**src/hdl/fpa_pkg.sv**
```systemverilog
// fpa_pkg: action codes, status codes and the per-word control record
// shared by the front end, the divide/sqrt cells and the top level
`default_nettype none
package fpa_pkg;

  localparam logic [3:0] OP_ADD  = 4'd0;
  localparam logic [3:0] OP_SUB  = 4'd1;
  localparam logic [3:0] OP_MUL  = 4'd2;
  localparam logic [3:0] OP_DIV  = 4'd3;
  localparam logic [3:0] OP_SQRT = 4'd4;
  localparam logic [3:0] OP_ABS  = 4'd5;
  localparam logic [3:0] OP_LT   = 4'd6;
  localparam logic [3:0] OP_LE   = 4'd7;
  localparam logic [3:0] OP_GT   = 4'd8;
  localparam logic [3:0] OP_GE   = 4'd9;
  localparam logic [3:0] OP_EQ   = 4'd10;
  localparam logic [3:0] OP_NE   = 4'd11;

  localparam logic [1:0] ST_OK      = 2'd0;
  localparam logic [1:0] ST_DIV0    = 2'd1;
  localparam logic [1:0] ST_NEGSQRT = 2'd2;
  localparam logic [1:0] ST_SAT     = 2'd3;

  localparam logic [63:0] MAX_POS = 64'h7fff_ffff_ffff_ffff;
  localparam logic [63:0] MIN_NEG = 64'h8000_0000_0000_0000;

  typedef struct packed {
    logic       vld;
    logic [3:0] op;
    logic       neg;
    logic       div0;
    logic       sneg;
    logic [1:0] st;
  } fpa_ctl_t;

endpackage
`default_nettype wire

```
**src/hdl/fpa_cell.sv**
```systemverilog
// fpa_cell: one restoring divide step and, with SQRT_EN set, one square root
// digit step, handing the word to the next cell every cycle; uses fpa_pkg
`default_nettype none
module fpa_cell #(
  parameter int DW = 96,
  parameter int SW = 96,
  parameter int SQ = 48,
  parameter bit SQRT_EN = 1'b1
) (
  input  wire logic              clk_i,
  input  wire logic              rst_ni,
  input  wire fpa_pkg::fpa_ctl_t ctl_i,
  input  wire logic [63:0]       val_i,
  input  wire logic [DW-1:0]     num_i,
  input  wire logic [DW-1:0]     quo_i,
  input  wire logic [63:0]       rem_i,
  input  wire logic [63:0]       den_i,
  input  wire logic [SW-1:0]     rad_i,
  input  wire logic [SQ-1:0]     root_i,
  input  wire logic [SQ:0]       srem_i,
  output fpa_pkg::fpa_ctl_t      ctl_o,
  output logic [63:0]            val_o,
  output logic [DW-1:0]          num_o,
  output logic [DW-1:0]          quo_o,
  output logic [63:0]            rem_o,
  output logic [63:0]            den_o,
  output logic [SW-1:0]          rad_o,
  output logic [SQ-1:0]          root_o,
  output logic [SQ:0]            srem_o
);
  import fpa_pkg::*;

  fpa_ctl_t      ctl_q;
  logic [63:0]   val_q, rem_q, den_q, rem_d;
  logic [DW-1:0] num_q, quo_q;
  logic [SW-1:0] rad_q, rad_d;
  logic [SQ-1:0] root_q, root_d;
  logic [SQ:0]   srem_q, srem_d;
  logic [64:0]   rem2, rdif;
  logic          ge, sge;
  logic [SQ+2:0] stmp, trial, sdif;

  always_comb begin
    rem2  = {rem_i, num_i[DW-1]};
    rdif  = rem2 - {1'b0, den_i};
    ge    = rem2 >= {1'b0, den_i};
    rem_d = ge ? rdif[63:0] : rem2[63:0];
    stmp  = {srem_i, rad_i[SW-1:SW-2]};
    trial = {1'b0, root_i, 2'b01};
    sdif  = stmp - trial;
    sge   = stmp >= trial;
    if (SQRT_EN) begin
      srem_d = sge ? sdif[SQ:0] : stmp[SQ:0];
      root_d = {root_i[SQ-2:0], sge};
      rad_d  = {rad_i[SW-3:0], 2'b00};
    end else begin
      srem_d = srem_i;
      root_d = root_i;
      rad_d  = rad_i;
    end
  end

  always_ff @(posedge clk_i or negedge rst_ni) begin
    if (!rst_ni) begin
      ctl_q <= '0;
    end else begin
      ctl_q <= ctl_i;
    end
  end

  always_ff @(posedge clk_i) begin
    val_q  <= val_i;
    num_q  <= {num_i[DW-2:0], 1'b0};
    quo_q  <= {quo_i[DW-2:0], ge};
    rem_q  <= rem_d;
    den_q  <= den_i;
    rad_q  <= rad_d;
    root_q <= root_d;
    srem_q <= srem_d;
  end

  assign ctl_o  = ctl_q;
  assign val_o  = val_q;
  assign num_o  = num_q;
  assign quo_o  = quo_q;
  assign rem_o  = rem_q;
  assign den_o  = den_q;
  assign rad_o  = rad_q;
  assign root_o = root_q;
  assign srem_o = srem_q;

endmodule
`default_nettype wire

```
**config.mk**
```make
export PLATFORM = sky130hd
export DESIGN_NAME = fpa_cell
export DESIGN_NICKNAME = d
export VERILOG_FILES = /design/src/hdl/fpa_pkg.sv /design/src/hdl/fpa_cell.sv
export SDC_FILE = /design/constraint.sdc
export NUM_CORES = 1
export LEC_CHECK = 0
export BUFFER_PORTS_ARGS = -buffer_cell sky130_fd_sc_hd__buf_2
export CORE_AREA = 2 2 458 460
export DETAILED_ROUTE_END_ITERATION = 6
export DIE_AREA = 0 0 460 462
export SYNTH_ARGS = -nofsm -noshare
export SYNTH_HDL_FRONTEND = slang
export SYNTH_SLANG_ARGS = --single-unit
```
**constraint.sdc**
```tcl
create_clock -name clk_i -period 0.8 [get_ports clk_i]
set_input_delay 0.04 -clock clk_i [delete_from_list [all_inputs] [get_ports clk_i]]
set_output_delay 0.04 -clock clk_i [all_outputs]
set_load 0.005 [all_outputs]
```
==> out/results.txt <==
GRT Util Overall = 13.9%
Distinct cells, synth = 80
Worst EP required = 1.39 ns
Clock Sink Count = 584
Max-cap viol count = 0
Layout cells sized above 1 = 58.9%
P_sw = 0.0291 W
H-tree levels = 3
DIE HEIGHT = 462 um
Yosys top cell area share = 56.6%
RSZ-0062 raised after global routing = yes
Pwr dens = 1880 mW/mm^2
Achievable Freq = 480 MHz
Final hold violations = 40
Cell count after synthesis = 1,877
DR vias = 25.8k
Kind of critical path = input port to register
WHS = -0.565 ns
DRC viols = 0
First-pass GRT wire length = 206 mm
Setup tns final = -357.79 ns
Primary FF master, synth = dfxtp_1
Rel. slew slack = 59.7%
Sequential share of the synthesized area = 57.9%
Routability cong. = 0.918
CTS tree = built
Num CTS Buffers = 75
Setup violators final = 701
Cell taking the most area after synthesis = dfxtp_1
Vias per cell = 3.50
Sw frac = 29.9%
Failing checks = negative hold slack, negative setup slack
Initial antenna violation count = 85
Max Buffers Root-to-Sink = 3
Antenna-violating nets left = 0
# IOs = 1,176
Die area = 0.213 sq mm
Detailed Route Iter0 Violations = 1,136
P_int = 0.0683 W
Pre-CTS setup slack = -2.38 ns
Final Critical Period = 2.08 ns
Critical path startpoint category = input port
Dpl hpwl = 119 mm
Pre-antenna DRT Iters = 5
Placed inst area = 0.0337 sq mm
Post-synthesis register bit count = 584
Max-slew violations = 0
Post-layout util = 24.9%
Core area = 0.208 sq mm
CP Capture Type = register
Worst hold-check path type = input port to register
Worst-Margin Slew = 0.598 ns
Fill count = 21.5k
Clock group share of total power = 37.1%
Status = complete, but fails checks
Register area = 0.0123 sq mm
Number of synthesized flops with an enable pin = 0
Setup ws final = -1.28 ns
Clock root cell = clkbuf_16
Area grow syn2layout = 156%
# rows = 168
CTS clock-pin slew for the worst setup and hold paths = 0.06 ns
Tcrit/Tclk final = 261%
GRT overflow = 0
Most frequent cells after synthesis = dfxtp_1, a21oi_1, inv_1, ha_1, nor2_1
DIE WIDTH = 460 um
Mapped Area = 0.0203 sq mm
Combinational power share = 28.4%
Top cells by area, synth = dfxtp_1, ha_1, a21oi_1
Top-count cell post-synth = dfxtp_1
Number of buffers added on ports = 1,171
Mean Syn Cell Area = 10.8 sq um
Maximum fanout along the worst path = 5
Max rail drop VDD = 1.70 mV
Warnings, synthesis = 0
Final nets = 5,267
Starting Density = 9.75%
Multi-input logic area = 0.0102 sq mm
Routed wire length = 159 mm
Largest net degree at the start of global routing = 14
Post-DR wirelength/cell = 21.6 um
Sequential Power Share = 34.5%
Vias in the first global route = 26.7k
Arrival @ worst endpoint = 2.67 ns
Leak = 23.0 nW
Synth async-reset ratio = 1.71%
Fin area = 0.0519 sq mm
power by group through the flow:
stage / Combinational, W / Sequential (W) / Clock [W]
floorplan: 0.00687 / 0.0332 / 0
global placement: 0.0183 / 0.0333 / 0
detailed placement: 0.0183 / 0.0333 / 0
CTS: 0.0257 / 0.0332 / 0.0373
global route: 0.0293 / 0.0337 / 0.0384
finish: 0.0276 / 0.0336 / 0.0362
state kept, by name, indices dropped and copies added (netlist names):
name and count:
ctl_o 10, den_o 64, num_o 95, quo_o 96, rad_o 94, rem_o 64
root_o 48, srem_o 49, val_o 64
kinds of logic (layout without fill, tap and decap cells):
kind of cell	after synthesis	after routing	share of synthesized area (%)
buffers and inverters	222	2966	4.72
adders and majority gates	115	115	7.13
xor gates and xnor gates	104	104	4.49
muxes	62	62	3.56
AOI/OAI and AO/OA	437	437	13.9
other	1	32	0.0185
DFF	584	584	57.9
and+or+nand+nor	352	352	8.35
cell type report:
class	count	area share, %
Antenna cell	29	0.140
Clock buffer	95	3.95
Clock inverter	42	1.10
Inverter	151	1.28
Multi-Input combinational cell	1073	19.6
Sequential cell	584	23.7
Tap cell	2720	6.56
Timing Repair Buffer	2678	43.6
path summary, 6_finish.rpt:
check / start / end / slack (ns) / cells past startpoint
max: den_i[33] / rem_o[62] / -1.28 / 14
min: root_i[1] / root_o[2] / -0.56 / 1
max in group asynchronous: rst_ni / ctl_o[1] / 0 / 3
min in group asynchronous: rst_ni / ctl_o[9] / 0.43 / 3
worst max-delay path, stage by stage:
cell and delay (ns):
buf_4 0.11, inv_2 0.04, ha_4 0.30, nand4_1 0.13, or2_4 0.29, or3_1 0.38
a31oi_2 0.28, nor3_4 0.10, buf_6 0.13, or3b_4 0.38, a21oi_2 0.14, o21ai_1 0.08
xor2_1 0.18, a21oi_1 0.09
placed cells by master, fill, tap and decap left out, types with 52 or more instances in the layout:
cell type,n
a21o_1,52
dfxtp_2,362
a21oi_1,84
nand2_1,82
clkbuf_16,78
mux2_4,61
buf_4,526
buf_2,775
dlygate4sd3_1,933
dfxtp_1,178
a21oi_2,81
xnor2_1,58
buf_6,375
inv_1,104
ha_4,66
per-layer routing:
| layer | up-vias | wire (um) | global-route usage (%) |
|---|---|---|---|
| met5 | - | 194 | 0 |
| met4 | 28 | 10700 | 8.38 |
| met3 | 404 | 11600 | 4.18 |
| met2 | 1197 | 80900 | 24.9 |
| met1 | 12300 | 55800 | 14.0 |
| li1 | 11900 | - | - |
stage by stage:
stage | instances | total power [W] | hold WS [ns]
global placement | 6194 | 0.0516 | -0.0650
floorplan | 1879 | 0.0401 | -0.256
detailed placement | 6194 | 0.0516 | -0.0613
global route | 7361 | 0.102 | -0.636
finish | 7372 | 0.0974 | -0.565
CTS | 7272 | 0.0962 | -0.655
what timing repair did:
item,in CTS,in global routing
hold endpoints to repair,593,77
hold buffers,889,48
pin swaps,97,82
gates cloned,12,3
resized for setup,991,526
buffers inserted,49,37
endpoints found under the setup margin,699,699
Note: power is estimated with default switching activity, not from simulation.
